$ cat src/design/lcdnw_pkg.sv
// ----------------------------------------------------------------------------
// lcdnw_pkg
// Shared types, timing constants and interval-forming functions for the
// character LCD 4-bit write sequencer.
// ----------------------------------------------------------------------------
package lcdnw_pkg;

	// Request codes carried on cmd.
	localparam logic CMD_WRITE = 1'b0;
	localparam logic CMD_INIT  = 1'b1;

	localparam int NIB_W  = 4;
	localparam int BYTE_W = 8;
	localparam int HOLD_W = 15;

	// Interval counts of one request.
	localparam int INIT_LEN  = 46;
	localparam int STEP_W    = $clog2(INIT_LEN);
	localparam int SUB_W     = 3;
	localparam int WR_LEN    = 6;
	localparam int WR_SLOW_LEN = 7;

	// Interval durations in microseconds.
	localparam logic [HOLD_W-1:0] PULSE_SETUP_US = HOLD_W'(1);
	localparam logic [HOLD_W-1:0] PULSE_HIGH_US  = HOLD_W'(1);
	localparam logic [HOLD_W-1:0] PULSE_TAIL_US  = HOLD_W'(45);
	localparam logic [HOLD_W-1:0] SLOW_INSTR_US  = HOLD_W'(2000);
	localparam logic [HOLD_W-1:0] POWERUP_US     = HOLD_W'(20000);
	localparam logic [HOLD_W-1:0] INIT_WAIT1_US  = HOLD_W'(5000);
	localparam logic [HOLD_W-1:0] INIT_WAIT2_US  = HOLD_W'(200);

	localparam logic [BYTE_W-1:0] HIGH_NIBBLE_MASK = 8'hF0;
	localparam logic [BYTE_W-1:0] SLOW_LIMIT       = 8'h04;

	// Power-up instruction words, in the order they are sent.
	localparam logic [BYTE_W-1:0] INIT_FUNC_SET  = 8'h28;
	localparam logic [BYTE_W-1:0] INIT_DISP_OFF  = 8'h08;
	localparam logic [BYTE_W-1:0] INIT_CLEAR     = 8'h01;
	localparam logic [BYTE_W-1:0] INIT_DISP_ON   = 8'h0C;
	localparam logic [BYTE_W-1:0] INIT_HOME_ADDR = 8'h80;

	// Bare nibbles of the wake-up pulses.
	localparam logic [NIB_W-1:0] WAKE_NIB = 4'h3;
	localparam logic [NIB_W-1:0] MODE_NIB = 4'h2;

	// First step of each power-up instruction word.
	localparam logic [STEP_W-1:0] INIT_BYTE0 = STEP_W'(15);
	localparam logic [STEP_W-1:0] INIT_BYTE1 = STEP_W'(21);
	localparam logic [STEP_W-1:0] INIT_BYTE2 = STEP_W'(27);
	localparam logic [STEP_W-1:0] INIT_BYTE3 = STEP_W'(34);
	localparam logic [STEP_W-1:0] INIT_BYTE4 = STEP_W'(40);

	typedef struct packed {
		logic              cmd;
		logic [BYTE_W-1:0] byte_value;
		logic              is_char;
	} req_t;

	typedef struct packed {
		logic [NIB_W-1:0]  data_nibble;
		logic              reg_select;
		logic              enable_pin;
		logic [HOLD_W-1:0] hold_us;
		logic              last;
	} interval_t;

	// Sequencer state handed to the interval decoder.
	typedef struct packed {
		logic              active;
		logic [STEP_W-1:0] step;
		req_t              req;
	} seq_stat_t;

	// One enable pulse: setup, strobe high, tail.
	function automatic interval_t pulse_interval(input logic [NIB_W-1:0] nib,
			input logic rs, input logic [1:0] phase);
		interval_t iv;
		iv.data_nibble = nib;
		iv.reg_select  = rs;
		iv.last        = 1'b0;
		unique case (phase)
			2'd0: begin
				iv.enable_pin = 1'b0;
				iv.hold_us    = PULSE_SETUP_US;
			end
			2'd1: begin
				iv.enable_pin = 1'b1;
				iv.hold_us    = PULSE_HIGH_US;
			end
			default: begin
				iv.enable_pin = 1'b0;
				iv.hold_us    = PULSE_TAIL_US;
			end
		endcase
		return iv;
	endfunction

	// Interval sub of a byte write: two pulses, then the slow-instruction wait.
	function automatic interval_t byte_interval(input logic [BYTE_W-1:0] value,
			input logic rs, input logic [SUB_W-1:0] sub);
		interval_t iv;
		logic [NIB_W-1:0] hi;
		logic [NIB_W-1:0] lo;
		hi = NIB_W'((value & HIGH_NIBBLE_MASK) >> NIB_W);
		lo = value[NIB_W-1:0];
		priority if (sub < SUB_W'(3)) begin
			iv = pulse_interval(hi, rs, sub[1:0]);
		end else if (sub < SUB_W'(WR_LEN)) begin
			iv = pulse_interval(lo, rs, 2'(sub - SUB_W'(3)));
		end else begin
			iv.data_nibble = lo;
			iv.reg_select  = rs;
			iv.enable_pin  = 1'b0;
			iv.hold_us     = SLOW_INSTR_US;
			iv.last        = 1'b0;
		end
		return iv;
	endfunction

endpackage

$ cat src/design/lcdnw_ctrl.sv
// ----------------------------------------------------------------------------
// lcdnw_ctrl
// Request register and interval step counter; decides when a new request
// may be taken.
// ----------------------------------------------------------------------------
module lcdnw_ctrl (
	input  logic                clk,
	input  logic                arst_n,
	input  logic                start,
	input  lcdnw_pkg::req_t     req_in,
	input  logic                last_step,
	output logic                busy,
	output lcdnw_pkg::seq_stat_t stat
);

	logic                         active_q;
	logic [lcdnw_pkg::STEP_W-1:0] step_q;
	lcdnw_pkg::req_t              req_s1;
	logic                         accept;

	// The final interval frees the request register, so a new word can
	// follow it without a gap.
	assign busy   = active_q && !last_step;
	assign accept = start && !busy;

	always_ff @(posedge clk or negedge arst_n) begin
		if (!arst_n) begin
			active_q <= 1'b0;
			step_q   <= '0;
		end else if (accept) begin
			active_q <= 1'b1;
			step_q   <= '0;
		end else if (active_q) begin
			active_q <= !last_step;
			step_q   <= step_q + lcdnw_pkg::STEP_W'(1);
		end
	end

	always_ff @(posedge clk) begin
		if (accept) begin
			req_s1 <= req_in;
		end
	end

	assign stat.active = active_q;
	assign stat.step   = step_q;
	assign stat.req    = req_s1;

endmodule

$ cat src/design/lcdnw_decode.sv
// ----------------------------------------------------------------------------
// lcdnw_decode
// Forms the pin levels and hold time of the current interval from the
// held request and the step number.
// ----------------------------------------------------------------------------
module lcdnw_decode (
	input  lcdnw_pkg::seq_stat_t stat,
	output lcdnw_pkg::interval_t iv,
	output logic                 last_step
);

	logic [lcdnw_pkg::STEP_W-1:0] step;
	logic                         slow;
	lcdnw_pkg::interval_t         iv_init;
	lcdnw_pkg::interval_t         iv_wr;

	assign step = stat.step;
	assign slow = !stat.req.is_char && (stat.req.byte_value < lcdnw_pkg::SLOW_LIMIT);

	assign iv_wr = lcdnw_pkg::byte_interval(stat.req.byte_value, stat.req.is_char,
			step[lcdnw_pkg::SUB_W-1:0]);

	always_comb begin
		priority if (step == '0) begin
			iv_init.data_nibble = '0;
			iv_init.reg_select  = 1'b0;
			iv_init.enable_pin  = 1'b0;
			iv_init.hold_us     = lcdnw_pkg::POWERUP_US;
			iv_init.last        = 1'b0;
		end else if (step < lcdnw_pkg::STEP_W'(4)) begin
			iv_init = lcdnw_pkg::pulse_interval(lcdnw_pkg::WAKE_NIB, 1'b0,
					2'(step - lcdnw_pkg::STEP_W'(1)));
		end else if (step == lcdnw_pkg::STEP_W'(4)) begin
			iv_init.data_nibble = lcdnw_pkg::WAKE_NIB;
			iv_init.reg_select  = 1'b0;
			iv_init.enable_pin  = 1'b0;
			iv_init.hold_us     = lcdnw_pkg::INIT_WAIT1_US;
			iv_init.last        = 1'b0;
		end else if (step < lcdnw_pkg::STEP_W'(8)) begin
			iv_init = lcdnw_pkg::pulse_interval(lcdnw_pkg::WAKE_NIB, 1'b0,
					2'(step - lcdnw_pkg::STEP_W'(5)));
		end else if (step == lcdnw_pkg::STEP_W'(8)) begin
			iv_init.data_nibble = lcdnw_pkg::WAKE_NIB;
			iv_init.reg_select  = 1'b0;
			iv_init.enable_pin  = 1'b0;
			iv_init.hold_us     = lcdnw_pkg::INIT_WAIT2_US;
			iv_init.last        = 1'b0;
		end else if (step < lcdnw_pkg::STEP_W'(12)) begin
			iv_init = lcdnw_pkg::pulse_interval(lcdnw_pkg::WAKE_NIB, 1'b0,
					2'(step - lcdnw_pkg::STEP_W'(9)));
		end else if (step < lcdnw_pkg::INIT_BYTE0) begin
			iv_init = lcdnw_pkg::pulse_interval(lcdnw_pkg::MODE_NIB, 1'b0,
					2'(step - lcdnw_pkg::STEP_W'(12)));
		end else if (step < lcdnw_pkg::INIT_BYTE1) begin
			iv_init = lcdnw_pkg::byte_interval(lcdnw_pkg::INIT_FUNC_SET, 1'b0,
					lcdnw_pkg::SUB_W'(step - lcdnw_pkg::INIT_BYTE0));
		end else if (step < lcdnw_pkg::INIT_BYTE2) begin
			iv_init = lcdnw_pkg::byte_interval(lcdnw_pkg::INIT_DISP_OFF, 1'b0,
					lcdnw_pkg::SUB_W'(step - lcdnw_pkg::INIT_BYTE1));
		end else if (step < lcdnw_pkg::INIT_BYTE3) begin
			iv_init = lcdnw_pkg::byte_interval(lcdnw_pkg::INIT_CLEAR, 1'b0,
					lcdnw_pkg::SUB_W'(step - lcdnw_pkg::INIT_BYTE2));
		end else if (step < lcdnw_pkg::INIT_BYTE4) begin
			iv_init = lcdnw_pkg::byte_interval(lcdnw_pkg::INIT_DISP_ON, 1'b0,
					lcdnw_pkg::SUB_W'(step - lcdnw_pkg::INIT_BYTE3));
		end else begin
			iv_init = lcdnw_pkg::byte_interval(lcdnw_pkg::INIT_HOME_ADDR, 1'b0,
					lcdnw_pkg::SUB_W'(step - lcdnw_pkg::INIT_BYTE4));
		end
	end

	always_comb begin
		if (stat.req.cmd == lcdnw_pkg::CMD_INIT) begin
			last_step = stat.active && (step == lcdnw_pkg::STEP_W'(lcdnw_pkg::INIT_LEN - 1));
			iv        = iv_init;
		end else begin
			last_step = stat.active && (slow ?
					(step == lcdnw_pkg::STEP_W'(lcdnw_pkg::WR_SLOW_LEN - 1)) :
					(step == lcdnw_pkg::STEP_W'(lcdnw_pkg::WR_LEN - 1)));
			iv        = iv_wr;
		end
		iv.last = last_step;
	end

endmodule

$ cat src/design/char_lcd_nibble_write_sequencer_top.sv
// ----------------------------------------------------------------------------
// char_lcd_nibble_write_sequencer_top
// Expands one write or initialize request into the timed pin intervals of a
// character LCD on a 4-bit data bus, one interval per clock.
// ----------------------------------------------------------------------------
//  Channel   Handshake            Fields
//  request   start / busy         cmd, byte_value, is_char
//  interval  strobe (no stall)    data_nibble, reg_select, enable_pin, hold_us, last
//
//  A request emits one interval word per clock: 6 for a byte write, 7 for an
//  instruction byte below 4, 46 for initialization. The step counter sets the pace.
//  The first word is registered by the step counter and then by the output
//  register before it is on the ports. busy drops while the final word is still
//  in the decoder, ahead of the output register, so requests follow back to back.
//  Reset clears the sequencer and the strobe; the receiver cannot stall.
// ----------------------------------------------------------------------------
module char_lcd_nibble_write_sequencer_top (
	input  logic                          clk,
	input  logic                          arst_n,
	input  logic                          start,
	output logic                          busy,
	input  logic                          cmd,
	input  logic [lcdnw_pkg::BYTE_W-1:0]  byte_value,
	input  logic                          is_char,
	output logic                          strobe,
	output logic [lcdnw_pkg::NIB_W-1:0]   data_nibble,
	output logic                          reg_select,
	output logic                          enable_pin,
	output logic [lcdnw_pkg::HOLD_W-1:0]  hold_us,
	output logic                          last
);

	lcdnw_pkg::req_t      req_in;
	lcdnw_pkg::seq_stat_t stat;
	lcdnw_pkg::interval_t iv;
	lcdnw_pkg::interval_t iv_s2;
	logic                 last_step;
	logic                 strobe_q;

	assign req_in.cmd        = cmd;
	assign req_in.byte_value = byte_value;
	assign req_in.is_char    = is_char;

	lcdnw_ctrl u_ctrl (
		.clk      (clk),
		.arst_n   (arst_n),
		.start    (start),
		.req_in   (req_in),
		.last_step(last_step),
		.busy     (busy),
		.stat     (stat)
	);

	lcdnw_decode u_decode (
		.stat     (stat),
		.iv       (iv),
		.last_step(last_step)
	);

	always_ff @(posedge clk or negedge arst_n) begin
		if (!arst_n) begin
			strobe_q <= 1'b0;
		end else begin
			strobe_q <= stat.active;
		end
	end

	always_ff @(posedge clk) begin
		iv_s2 <= iv;
	end

	assign strobe      = strobe_q;
	assign data_nibble = iv_s2.data_nibble;
	assign reg_select  = iv_s2.reg_select;
	assign enable_pin  = iv_s2.enable_pin;
	assign hold_us     = iv_s2.hold_us;
	assign last        = iv_s2.last;

`ifndef ASSERT_OFF
	// Every accepted request raises strobe for its first word.
	a_accept_emits: assert property (@(posedge clk) disable iff (!arst_n)
		(start && !busy) |-> ##2 strobe)
		else $error("accepted request produced no interval word");

	// A sequence is never broken before its final word.
	a_no_gap: assert property (@(posedge clk) disable iff (!arst_n)
		(strobe && !last) |=> strobe)
		else $error("interval sequence stopped before its last word");

	// The enable strobe is always high for exactly one microsecond.
	a_pulse_width: assert property (@(posedge clk) disable iff (!arst_n)
		(strobe && enable_pin) |-> (hold_us == lcdnw_pkg::PULSE_HIGH_US))
		else $error("enable high interval has the wrong duration");

	// The sequencer never runs past the longest request.
	a_step_bound: assert property (@(posedge clk) disable iff (!arst_n)
		stat.active |-> (stat.step < lcdnw_pkg::STEP_W'(lcdnw_pkg::INIT_LEN)))
		else $error("step counter ran past the end of the sequence");
`endif

endmodule
$ cat config.mk
export PLATFORM = sky130hd
export DESIGN_NAME = char_lcd_nibble_write_sequencer_top
export DESIGN_NICKNAME = d
export VERILOG_FILES = /design/src/design/lcdnw_pkg.sv /design/src/design/lcdnw_ctrl.sv /design/src/design/lcdnw_decode.sv /design/src/design/char_lcd_nibble_write_sequencer_top.sv
export SDC_FILE = /design/constraint.sdc
export NUM_CORES = 1
export LEC_CHECK = 0
export ABC_CLOCK_PERIOD_IN_PS = 6700
export BUFFER_PORTS_ARGS = -buffer_cell sky130_fd_sc_hd__buf_2
export CORE_ASPECT_RATIO = 0.9
export CORE_UTILIZATION = 35
export CTS_CLUSTER_DIAMETER = 60
export CTS_CLUSTER_SIZE = 40
export DETAILED_ROUTE_END_ITERATION = 10
export MAX_ROUTING_LAYER = met4
export PLACE_DENSITY = 0.64
export SLEW_MARGIN = 15
export SYNTH_ARGS = -nofsm -noshare
export SYNTH_HDL_FRONTEND = slang
export SYNTH_HIERARCHICAL = 1
export SYNTH_SLANG_ARGS = --single-unit
$ cat constraint.sdc
create_clock -name clk -period 6.7 [get_ports clk]
set_clock_uncertainty 0.05 [all_clocks]
set_input_delay 0.67 -clock clk [delete_from_list [all_inputs] [get_ports clk]]
set_output_delay 0.67 -clock clk [all_outputs]
set_load 0.005 [all_outputs]
---- Word-level counts from Yosys, hierarchy flattened ----
Index checks and enable logic that the tools add are counted.
operators by class
  add/subtract/negate cells ............... 16
  order comparisons ....................... 21
  equality and inequality tests ........... 21
  muxes and demuxes ....................... 46
  reductions and logical operators ........ 26
operators by type and width
  operator               number
  $pmux W16 S2           16
  $mux W22               18
  $mux W17               6
  $eq A2 B1 Y1 const B   16
  $logic_not A2 Y1       16
  $eq A6 B3 Y1 const B   3
  $lt A3 B2 Y1 const B   6
  $lt A3 B3 Y1 const B   6
  $lt A6 B4 Y1 const B   3
  $lt A6 B5 Y1 const B   2
  $lt A6 B6 Y1 const B   2
  $mux W6                2
  $sub A2 B2 Y2 const B  6
  $lt A8 B3 Y1 const B   1
  $sub A2 B1 Y2 const B  4
  $add A6 B1 Y6 const B  1
  $eq A6 B4 Y1 const B   1
  $eq A6 B6 Y1 const B   1
  $logic_not A6 Y1       1
  $lt A6 B3 Y1 const B   1
  $sub A3 B2 Y3 const B  2
  $sub A3 B3 Y3 const B  2
  $logic_and A1 B1 Y1    5
  $mux W1                4
  3 further kinds        5
word-level totals
  register bits ........................... 40
  input bits .............................. 13
  output and inout port bits .............. 24
  word-level logic and storage cells ...... 141

---- Depth between registers and ports, before layout ----
Gate-level depths: netlist (run 1).
  depth in word-level cells ............... 18
  mapped depth ............................ 10
  gate-level depth less buffers ........... 8

---- Hierarchy ----
Netlist (run 1), hierarchy kept.
modules (own cells, without submodules)
  module                               times used  cells each  area an instance (sq um)  seq. area each (sq um)
  lcdnw_decode                         1           179         1,197.4                   0.0
  lcdnw_ctrl                           1           41          654.4                     475.5
  char_lcd_nibble_write_sequencer_top  1           23          465.4                     465.4

---- Worst setup path before layout (run 1) ----
No wires, ideal clock.
  path type ............................... reg-to-reg
  start point ............................. reg u_ctrl/step_q[0] in the netlist's numbering
  end point ............................... reg iv_s2, in the netlist hold_us[5]
  setup time .............................. 133 ps
  arrival time ............................ 2,438 ps
  data required time ...................... 6,517 ps
  path slack .............................. 4,078 ps
  stages on the path, launching flop included .. 10
  path buffers ............................ 1
  clock period less this slack ............ 2,622 ps
  cell sequence ........................... dfrtp_1 clkbuf_1 inv_1 ha_1 nor2b_1 mux2i_1 o22ai_1 or3_1 a31oi_1 a32oi_1
RTL lines
  element                 RTL line                                   text
  from (decl)             lcdnw_ctrl.sv:17                           logic [lcdnw_pkg::STEP_W-1:0] step_q;
  from (signal assigned)  lcdnw_ctrl.sv:35                           step_q <= step_q + lcdnw_pkg::STEP_W'(1);
  to (signal assigned)    char_lcd_nibble_write_sequencer_top.sv:69  iv_s2 <= iv;
  to (decl)               char_lcd_nibble_write_sequencer_top.sv:36  lcdnw_pkg::interval_t iv_s2;

---- Final worst setup path (run 1) ----
  start point ............................. reg u_ctrl.req_s1, in the netlist u_ctrl/stat[9]
  end point ............................... out busy
on the way
  longest elaborated chain between the ends .. 3
RTL lines
  element                 RTL line                                   text
  from (decl)             lcdnw_ctrl.sv:18                           lcdnw_pkg::req_t req_s1;
  from (signal assigned)  lcdnw_ctrl.sv:41                           req_s1 <= req_in;
  $mux W1                 lcdnw_decode.sv:73                         if (stat.req.cmd == lcdnw_pkg::CMD_INIT) begin
  via last_step           char_lcd_nibble_write_sequencer_top.sv:37  logic last_step;
  $logic_not A1 Y1        lcdnw_ctrl.sv:23                           assign busy = active_q && !last_step;
  $logic_and A1 B1 Y1     lcdnw_ctrl.sv:23
  to (decl)               char_lcd_nibble_write_sequencer_top.sv:21  output logic busy,
The timed path passes the listed nets, and every way through them passes these cells.

==> results of run 1 <==
==> logic make-up (layout without fill, tap and decap cells) <==
family                     Yosys count  after routing
adders and majority gates           14             14
other                                1              2
and+or+nand+nor                     90             90
xor gates and xnor gates             7              7
AOI/OAI and AO/OA                   54             54
buffers and inverters               25             50
DFF                                 40             40
muxes                               12             12
==> worst max-delay path: stages, from the launching register on <==
cell and delay, ns:
sky130_fd_sc_hd__edfxtp_1 0.68, sky130_fd_sc_hd__nor4_1 0.47, sky130_fd_sc_hd__nand4_1 0.13, sky130_fd_sc_hd__a2111oi_0 0.62
sky130_fd_sc_hd__nor2b_1 0.16, sky130_fd_sc_hd__buf_2 0.16
==> worst min-delay path by stage <==
| stage | start | to | slack (ns) | depth (start not counted) |
|---|---|---|---|---|
| CTS | arst_n | strobe | 0.15 | 1 |
| detailed placement | u_ctrl/stat[0] | reg_select | 0.45 | 1 |
| global route | arst_n | strobe | 0.15 | 1 |
| finish | arst_n | strobe | 0.16 | 1 |
| global placement | u_ctrl/stat[0] | reg_select | 0.46 | 1 |
| floorplan | arst_n | strobe | 0.32 | 0 |
==> registers in the layout, summed over array words and instances, names as in the netlist <==
signal / cells
u_ctrl/stat: 10
last: 1
reg_select: 1
strobe: 1
enable_pin: 1
data_nibble: 4
u_ctrl/step_q: 6
u_ctrl/active_q: 1
hold_us: 15
==> synthesized netlist by cell type (all sizes together) (6+ instances only) <==
| cell type | number |
|---|---|
| o21ai | 8 |
| ha | 14 |
| nor2 | 26 |
| dfxtp | 22 |
| edfxtp | 10 |
| buf | 12 |
| nand2 | 18 |
| a31oi | 8 |
| clkbuf | 7 |
| nor2b | 9 |
| a21oi | 15 |
| dfrtp | 8 |
| mux2i | 10 |
| inv | 6 |
==> layout make-up <==
class / count / share of cell area
Timing Repair Buffer: 36 / 0.0698
Clock inverter: 3 / 0.00727
Multi-Input combinational cell: 179 / 0.481
Inverter: 6 / 0.00873
Clock buffer: 5 / 0.0267
Sequential cell: 40 / 0.365
Tap cell: 87 / 0.0422
==> power by group <==
group / switching, µW / internal (µW)
Sequential: 107 / 318
Combinational: 442 / 324
Clock: 80.5 / 72.5
Total: 630 / 714
==> routing by layer <==
layer,vias to the layer above,global-route usage,routed length (µm)
met5,-,-,0
met4,0,0.0311,68
met3,9,0.0416,337
met2,96,0.220,2130
met1,897,0.217,2390
li1,919,-,-
==> stage by stage <==
step	instances	total power (µW)	utilization	worst slack, ns	hold slack (ns)
after floorplan	244	1010	-	4.08	0.324
after global placement	348	1180	0.399	3.31	0.460
after detailed placement	348	1180	0.399	3.12	0.454
after CTS	356	1340	0.413	3.11	0.153
after global routing	356	1470	0.413	3.10	0.150
final	356	1340	0.413	3.46	0.157
==> qor.yml, run 1 <==
logic_synthesis:
  edff_count_synth: 10
  synth.area.mux_share: 0.0529
  synthesis.instances: 243
  synth_area_in_xor_xnor: 0.0297
  synth_seq_cells: 40
  synthesized_area_divided_by_synthesized_cell_count_um2: 9.54
  synth_warnings: 6
  synth_top_family_by_area: "simple AND/OR/NAND/NOR gates"
  ys_async_sr_fraction: 0.200
  share_of_the_yosys_chip_area_belonging_to_registers: 0.406
  synthTopCellsByArea: "sky130_fd_sc_hd__dfxtp_1, sky130_fd_sc_hd__edfxtp_1, sky130_fd_sc_hd__dfrtp_1"
  post_synth_num_cell_types: 60
  synth_compound_gate_area_share: 0.169
  post-synth-top-area-cell: "sky130_fd_sc_hd__dfxtp_1"
  post-synth-top-area-fraction: 0.190
  yosys.area_share.adder: 0.0756
  synthesized_area_um2: 2320
  synth-main-ff-cell: "sky130_fd_sc_hd__dfxtp_1"
  synth-simple-area-share: 0.204
clock_network:
  clk_transition_reported_paths_ns: 0.08
  clk-insertion-delay-late_ns: 0.28
  cts_tree: "built"
  h-tree-depth: 2
  post_cts_hold_buffer_count: 0
  cts.root.buffer_cell: "sky130_fd_sc_hd__clkbuf_8"
  cts.sink_count: 40
  postCtsSetupRepairBufs: 0
  tritoncts.num_buffers: 5
  cts-root-to-sink-buffers: 2
  cts_resized: 0
critical_path:
  critPathCaptureType: "primary output"
  timing.critical_path.fanout_max: 23
  critical_path_required_ns: 5.98
  critical_path.startpoint_type: "flop"
  cp.arrival_ns: 2.52
  worstReg2RegStart: "u_ctrl/step_q[2]"
  start_point_of_the_critical_path: "u_ctrl/stat[9]"
  reg2reg_slack_ns: 3.48
  crit-reg2reg-capture: "hold_us[5]"
  critical_path.endpoint: "busy"
  worst-r2r-cell-count: 8
  worst-setup-path-type: "reg -> out"
floorplan:
  placeable_area_um2: 6250
  fp.dieW_um: 87.8
  start_util: 0.371
  die_extent_in_y_um: 79.2
  rows: 27
  die_area_um2: 6950
  top_ports: 37
route:
  route.detailed.wl_per_inst_um: 13.8
  final_antenna_net_count: 0
  dr.pass1.iters: 5
  wirelength_um: 4930
  initial_drc_count: 168
  vias_per_cell: 5.40
  number_of_drc_violations_after_detailed_routing: 0
  vias: 1921
timing:
  setup_violations: 0
  max_slew.worst_pin.slew_ns: 0.865
  sum_neg_setup_slack_ns: 0
  slew_viol_final: 0
  relSlewSlack: 0.423
  period_minus_slack_ns: 3.24
  finalCritPeriodShare: 0.483
  final_hold_viol_count: 0
  grt_setup_unrepaired: "no"
  clock.fmax_mhz: 309
placement:
  dp.final_hpwl_um: 3600
  post_dp_cell_area_um2: 2490
  globalplace.congestion: 0.952
  buffer_ports.inserted: 36
global_routing:
  antenna_found_initial: 0
  grt_first_pass_wirelength_um: 8240
  globalRouteOverflowTotal: 0
  grt_util_all_layers: 0.154
  grt_start_max_net_pins: 24
  number_of_global_route_vias_before_repair: 1721
power:
  power.ir.vdd_worst_uv: 201
  pwr_density_cell_nw_per_um2: 521
  power_leakage_uw: 0.00106
flow_run:
  cap_violations: 0
final_layout:
  multi_input_comb_area_um2: 1240
  diodes: 0
  final_cell_mix: "sky130_fd_sc_hd__buf_2, sky130_fd_sc_hd__nor2_1, sky130_fd_sc_hd__dfxtp_1"
  drive_gt1_frac: 0.223
  final_net_count: 295
  layout-area-overhead-vs-synth_pct: 11.4
  regArea_um2: 941
  postLayoutCellArea_um2: 2580
  mostFrequentLayoutCell: "sky130_fd_sc_hd__buf_2"
  fillers: 632
worst_hold_path:
  worstHoldPathType: "in -> async"
run_status:
  run_status: "completed"
(Power assumes the default switching activity.)
==> inputs of run 2 (changes only) <==
--- a/config.mk
+++ b/config.mk
@@ -5,7 +5,7 @@
 export SDC_FILE = /design/constraint.sdc
 export NUM_CORES = 1
 export LEC_CHECK = 0
-export ABC_CLOCK_PERIOD_IN_PS = 6700
+export ABC_CLOCK_PERIOD_IN_PS = 2700
 export BUFFER_PORTS_ARGS = -buffer_cell sky130_fd_sc_hd__buf_2
 export CORE_ASPECT_RATIO = 0.9
 export CORE_UTILIZATION = 35
@@ -13,7 +13,7 @@
 export CTS_CLUSTER_SIZE = 40
 export DETAILED_ROUTE_END_ITERATION = 10
 export MAX_ROUTING_LAYER = met4
-export PLACE_DENSITY = 0.64
+export PLACE_DENSITY = 0.66
 export SLEW_MARGIN = 15
 export SYNTH_ARGS = -nofsm -noshare
 export SYNTH_HDL_FRONTEND = slang
==> constraint.sdc (replaced) <==
create_clock -name clk -period 2.7 [get_ports clk]
set_clock_uncertainty 0.05 [all_clocks]
set_input_delay 0.27 -clock clk [delete_from_list [all_inputs] [get_ports clk]]
set_output_delay 0.27 -clock clk [all_outputs]
set_load 0.005 [all_outputs]
==> qor.yml, run 2 (synthesized netlist as in run 1, its figures left out) <==
run_status:
  run_status: "completed"
worst_hold_path:
  worstHoldPathType: "in -> reg"
  timing.hold.worst_path_depth: 1
power:
  switchingPower_uw: 1650
  power.share.combinational: 0.636
  pwr_density_cell_nw_per_um2: 1320
  power.ir.vdd_worst_uv: 468
  clkPwrFrac: 0.110
  total_power_uw: 3550
  seqPwrFrac: 0.254
  power_leakage_uw: 0.00112
  cellInternalPower_uw: 1900
  p_sw_frac: 0.465
flow_run:
  cap_violations: 0
route:
  routedLengthMet1_um: 2580
  number_of_drc_violations_after_detailed_routing: 0
  routed.top_layer: "met4"
  wirelength_um: 5640
  met2WireLength_um: 2670
  dr_wl_met3_um: 305
  vias_per_cell: 5.17
  route.detailed.wl_per_inst_um: 15.3
  dr.pass1.iters: 4
  vias: 1908
  initial_drc_count: 130
  final_antenna_net_count: 0
critical_path:
  timing.critical_path.buf_inv: 1
  crit-reg2reg-capture: "hold_us[5]"
  worst-r2r-cell-count: 7
  cp.arrival_ns: 2.63
  cp_slowest_stage_delay_ns: 0.46
  worst_path_most_repeated_cell: "sky130_fd_sc_hd__a31oi_1"
  worst-setup-path-type: "reg -> reg"
  cell_family_with_most_cp_delay: "compound AO/OA/AOI/OAI gates"
  cp_cell_sequence: "buf_4 > ha_1 > or2_0 > a31oi_1 > o221ai_1 > a31oi_1 > a32oi_1"
  path_depth: 7
  start_point_of_the_critical_path: "u_ctrl/step_q[1]"
  critPathCaptureType: "flop"
  critical_path.startpoint_type: "flop"
  worstReg2RegStart: "u_ctrl/step_q[1]"
  reg2reg_slack_ns: 0.18
  critical_path.endpoint: "hold_us[5]"
  critical_path_required_ns: 2.81
  timing.critical_path.fanout_max: 12
  cpMaxStageDelayCell: "sky130_fd_sc_hd__a31oi_1"
floorplan:
  top_ports: 37
  die_extent_in_y_um: 79.2
  fp.dieW_um: 87.8
  placeable_area_um2: 6250
  rows: 27
  start_util: 0.371
  die_area_um2: 6950
timing:
  clock.fmax_mhz: 397
  grt_setup_unrepaired: "no"
  sum_neg_setup_slack_ns: 0
  max_slew.worst_pin.slew_ns: 0.557
  setup_violations: 0
  relSlewSlack: 0.627
  slew_viol_final: 0
  finalCritPeriodShare: 0.933
  final_hold_viol_count: 0
  period_minus_slack_ns: 2.52
global_routing:
  grt_start_max_net_pins: 23
  number_of_global_route_vias_before_repair: 1950
  antenna_found_initial: 0
  globalRouteOverflowTotal: 0
  grt_util_all_layers: 0.185
  grt_first_pass_wirelength_um: 9540
final_layout:
  mostFrequentLayoutCell: "sky130_fd_sc_hd__buf_2"
  final_net_count: 308
  final_cell_mix: "sky130_fd_sc_hd__buf_2, sky130_fd_sc_hd__nor2_1, sky130_fd_sc_hd__dfxtp_1"
  largest_register_ff_count: 15
  diodes: 0
  layout-area-overhead-vs-synth_pct: 16.4
  drive_gt1_frac: 0.259
clock_network:
  cts.sink_count: 40
  clk-insertion-delay-late_ns: 0.29
  h-tree-depth: 2
  cts-root-to-sink-buffers: 2
  clk_transition_reported_paths_ns: 0.08
  cts.root.buffer_cell: "sky130_fd_sc_hd__clkbuf_8"
  tritoncts.num_buffers: 5
  cts_tree: "built"
  postCtsSetupRepairBufs: 0
placement:
  globalplace.congestion: 0.890
  dp.final_hpwl_um: 4180
  buffer_ports.inserted: 36
-- run 2: cell count changes in the layout (fill, tap and decap cells not counted), sizes merged --
| cell | previous run | this run |
|---|---|---|
| buf | 36 | 48 |
| dlygate4sd3 | 0 | 1 |
-- run 2: timing repair --
item,in CTS,in global routing
hold buffers,1,0
hold endpoints to repair,8,0
endpoints found under the setup margin,0,2
resized for setup,0,2
-- run 2: area by class of cell --
cell class	instances	area [µm²]
Sequential cell	40	941
Inverter	6	22.5
Fill cell	618	3550
Tap cell	87	109
Multi-Input combinational cell	179	1240
Timing Repair Buffer	49	293
Clock buffer	5	68.8
Clock inverter	3	18.8
-- run 2: worst min path at each step --
stage,start,end,slack [ns]
5_1_grt,byte_value[0],u_ctrl/stat[1],0.08
4_1_cts,byte_value[2],u_ctrl/stat[3],0.09
3_5_place_dp,arst_n,strobe,0.08
2_1_floorplan,arst_n,strobe,-0.08
6_report,byte_value[2],u_ctrl/stat[3],0.1
3_3_place_gp,arst_n,strobe,0.07
-- run 2: power groups by stage --
stage                     clock network [µW]  logic [µW]  registers [µW]
after floorplan                            0        1560             940
after CTS                                410        2220             905
after global routing                     433        2510             927
after detailed placement                   0        2210             918
after global placement                     0        2230             906
final                                    391        2260             901
-- run 2: metal layers --
layer  up-vias  GRT usage
li1        940          -
met1       886      0.223
met2        72      0.293
met3        10     0.0426
met4         0     0.0803
met5         -          -
-- run 2: per-stage QoR --
step | area (µm²) | std cells | hold WS, ns | worst slack, ns | utilization
after floorplan | 2320 | 244 | -0.0756 | 0.0784 | -
after global placement | 2590 | 360 | 0.0717 | 0.253 | 0.415
after detailed placement | 2590 | 360 | 0.0765 | 0.221 | 0.415
after CTS | 2690 | 369 | 0.0887 | 0.190 | 0.431
after global routing | 2700 | 369 | 0.0823 | 0.0495 | 0.432
final | 2700 | 369 | 0.0958 | 0.180 | 0.432
==> inputs of run 3 (changes only) <==
--- a/config.mk
+++ b/config.mk
@@ -8,12 +8,12 @@
 export ABC_CLOCK_PERIOD_IN_PS = 2700
 export BUFFER_PORTS_ARGS = -buffer_cell sky130_fd_sc_hd__buf_2
 export CORE_ASPECT_RATIO = 0.9
-export CORE_UTILIZATION = 35
+export CORE_UTILIZATION = 50
 export CTS_CLUSTER_DIAMETER = 60
 export CTS_CLUSTER_SIZE = 40
 export DETAILED_ROUTE_END_ITERATION = 10
 export MAX_ROUTING_LAYER = met4
-export PLACE_DENSITY = 0.66
+export PLACE_DENSITY = 0.85
 export SLEW_MARGIN = 15
 export SYNTH_ARGS = -nofsm -noshare
 export SYNTH_HDL_FRONTEND = slang
==> qor.yml, run 3 (synthesized netlist as in run 1, its figures left out) <==
critical_path:
  path_depth: 8
  reg2reg_slack_ns: 0.26
  worst-r2r-cell-count: 8
  timing.critical_path.fanout_max: 13
  critPathCaptureType: "flop"
  cp.arrival_ns: 2.61
  worst-setup-path-type: "reg -> reg"
  timing.critical_path.buf_inv: 1
  cp_slowest_stage_delay_ns: 0.53
  crit-reg2reg-capture: "hold_us[8]"
  critical_path.startpoint_type: "flop"
  cp_cell_sequence: "buf_4 > ha_1 > or4b_4 > nor4b_2 > a31oi_1 > o22a_4 > and2_4 > nor3_2"
  critical_path_required_ns: 2.87
  worstReg2RegStart: "u_ctrl/step_q[0]"
  cpMaxStageDelayCell: "sky130_fd_sc_hd__or4b_4"
  cell_family_with_most_cp_delay: "simple AND/OR/NAND/NOR gates"
floorplan:
  rows: 23
  start_util: 0.519
  top_ports: 37
  die_extent_in_y_um: 66.6
  die_area_um2: 4910
  placeable_area_um2: 4460
  fp.dieW_um: 73.8
route:
  vias_per_cell: 5.69
  number_of_drc_violations_after_detailed_routing: 0
  route.detailed.wl_per_inst_um: 15.4
  final_antenna_net_count: 0
  dr.pass1.iters: 4
  vias: 1992
  wirelength_um: 5380
  initial_drc_count: 302
power:
  total_power_uw: 3630
  switchingPower_uw: 1680
  clkPwrFrac: 0.105
  pwr_density_cell_nw_per_um2: 1350
  power.share.combinational: 0.653
  power_leakage_uw: 0.00115
  p_sw_frac: 0.461
  cellInternalPower_uw: 1960
  seqPwrFrac: 0.242
  power.ir.vdd_worst_uv: 563
timing:
  finalCritPeriodShare: 0.904
  grt_setup_unrepaired: "no"
  period_minus_slack_ns: 2.44
  clock.fmax_mhz: 410
  relSlewSlack: 0.601
  final_hold_viol_count: 0
  slew_viol_final: 0
  sum_neg_setup_slack_ns: 0
  max_slew.worst_pin.slew_ns: 0.583
  setup_violations: 0
final_layout:
  finalCoreUtilization: 0.605
  diodes: 0
  drive_gt1_frac: 0.271
  final_cell_mix: "sky130_fd_sc_hd__buf_2, sky130_fd_sc_hd__nor2_1, sky130_fd_sc_hd__dfxtp_1"
  postLayoutCellArea_um2: 2700
  final_net_count: 314
  mostFrequentLayoutCell: "sky130_fd_sc_hd__buf_2"
  fillers: 381
  final_cell_count_no_fill: 350
  largest_register_ff_count: 15
  layout-area-overhead-vs-synth_pct: 16.5
global_routing:
  antenna_found_initial: 0
  globalRouteOverflowTotal: 0
  number_of_global_route_vias_before_repair: 1845
  grt_util_all_layers: 0.240
  grt_start_max_net_pins: 23
  grt_first_pass_wirelength_um: 8690
worst_hold_path:
  min_from: "byte_value[2]"
  timing.hold.worst_path_depth: 1
  whs_endpoint: "u_ctrl/stat[3]"
  worstHoldPathType: "in -> reg"
placement:
  post_dp_cell_area_um2: 2590
  buffer_ports.inserted: 36
  globalplace.congestion: 1.08
  dp.final_hpwl_um: 3930
  place.detailed.instances: 341
flow_run:
  cap_violations: 0
run_status:
  run_status: "completed"
clock_network:
  clk_transition_reported_paths_ns: 0.08
  cts.root.buffer_cell: "sky130_fd_sc_hd__clkbuf_8"
  clk-insertion-delay-late_ns: 0.29
  cts_tree: "built"
  tritoncts.num_buffers: 5
  cts-root-to-sink-buffers: 2
  h-tree-depth: 2
  cts.sink_count: 40
[run 3: power by group through the flow]
stage                     clock network (µW)  registers, µW  logic [µW]
after floorplan                            0            940        1560
after global placement                     0            887        2300
after detailed placement                   0            894        2290
after CTS                                390            880        2310
after global routing                     419            905        2580
final                                    380            880        2370
[run 3: per-layer routing]
| layer | GRT usage | vias up | part of all wire |
|---|---|---|---|
| met5 | - | - | 0 |
| met4 | 0.118 | 0 | 0.031 |
| met3 | 0.0484 | 18 | 0.075 |
| met2 | 0.367 | 105 | 0.47 |
| met1 | 0.303 | 911 | 0.42 |
| li1 | - | 958 | - |
[run 3: worst max path at each step]
stage | from | endpoint | slack, ns
final | u_ctrl/step_q[0] | hold_us[8] | 0.26
after global routing | u_ctrl/step_q[1] | hold_us[2] | 0.13
after CTS | u_ctrl/step_q[0] | hold_us[5] | 0.17
after detailed placement | u_ctrl/step_q[0] | hold_us[5] | 0.18
after global placement | u_ctrl/step_q[0] | hold_us[5] | 0.12
after floorplan | u_ctrl/step_q[0] | hold_us[5] | 0.08
[run 3: area by class of cell]
type                    count  area, µm²  area share
well taps                  62       77.6      0.0287
flip-flops and latches     40        941       0.349
repair buffers             55        325       0.121
inverters                   6       22.5     0.00834
clock buffers               5       68.8      0.0255
clock inverters             3       18.8     0.00695
multi-input cells         179       1240       0.461
[run 3: metrics by stage]
step,hold slack [ns],setup slack [ns]
floorplan,-0.0756,0.0784
global placement,0.0659,0.115
detailed placement,0.0678,0.182
CTS,0.0950,0.165
global route,0.0900,0.131
finish,0.0994,0.260
[run 3: repair_timing]
action / CTS / global route
setup endpoints to repair: 0 / 2
hold buffers: 1 / 0
buffers inserted: 0 / 0
hold endpoints to repair: 8 / 0
resized for setup: 0 / 1
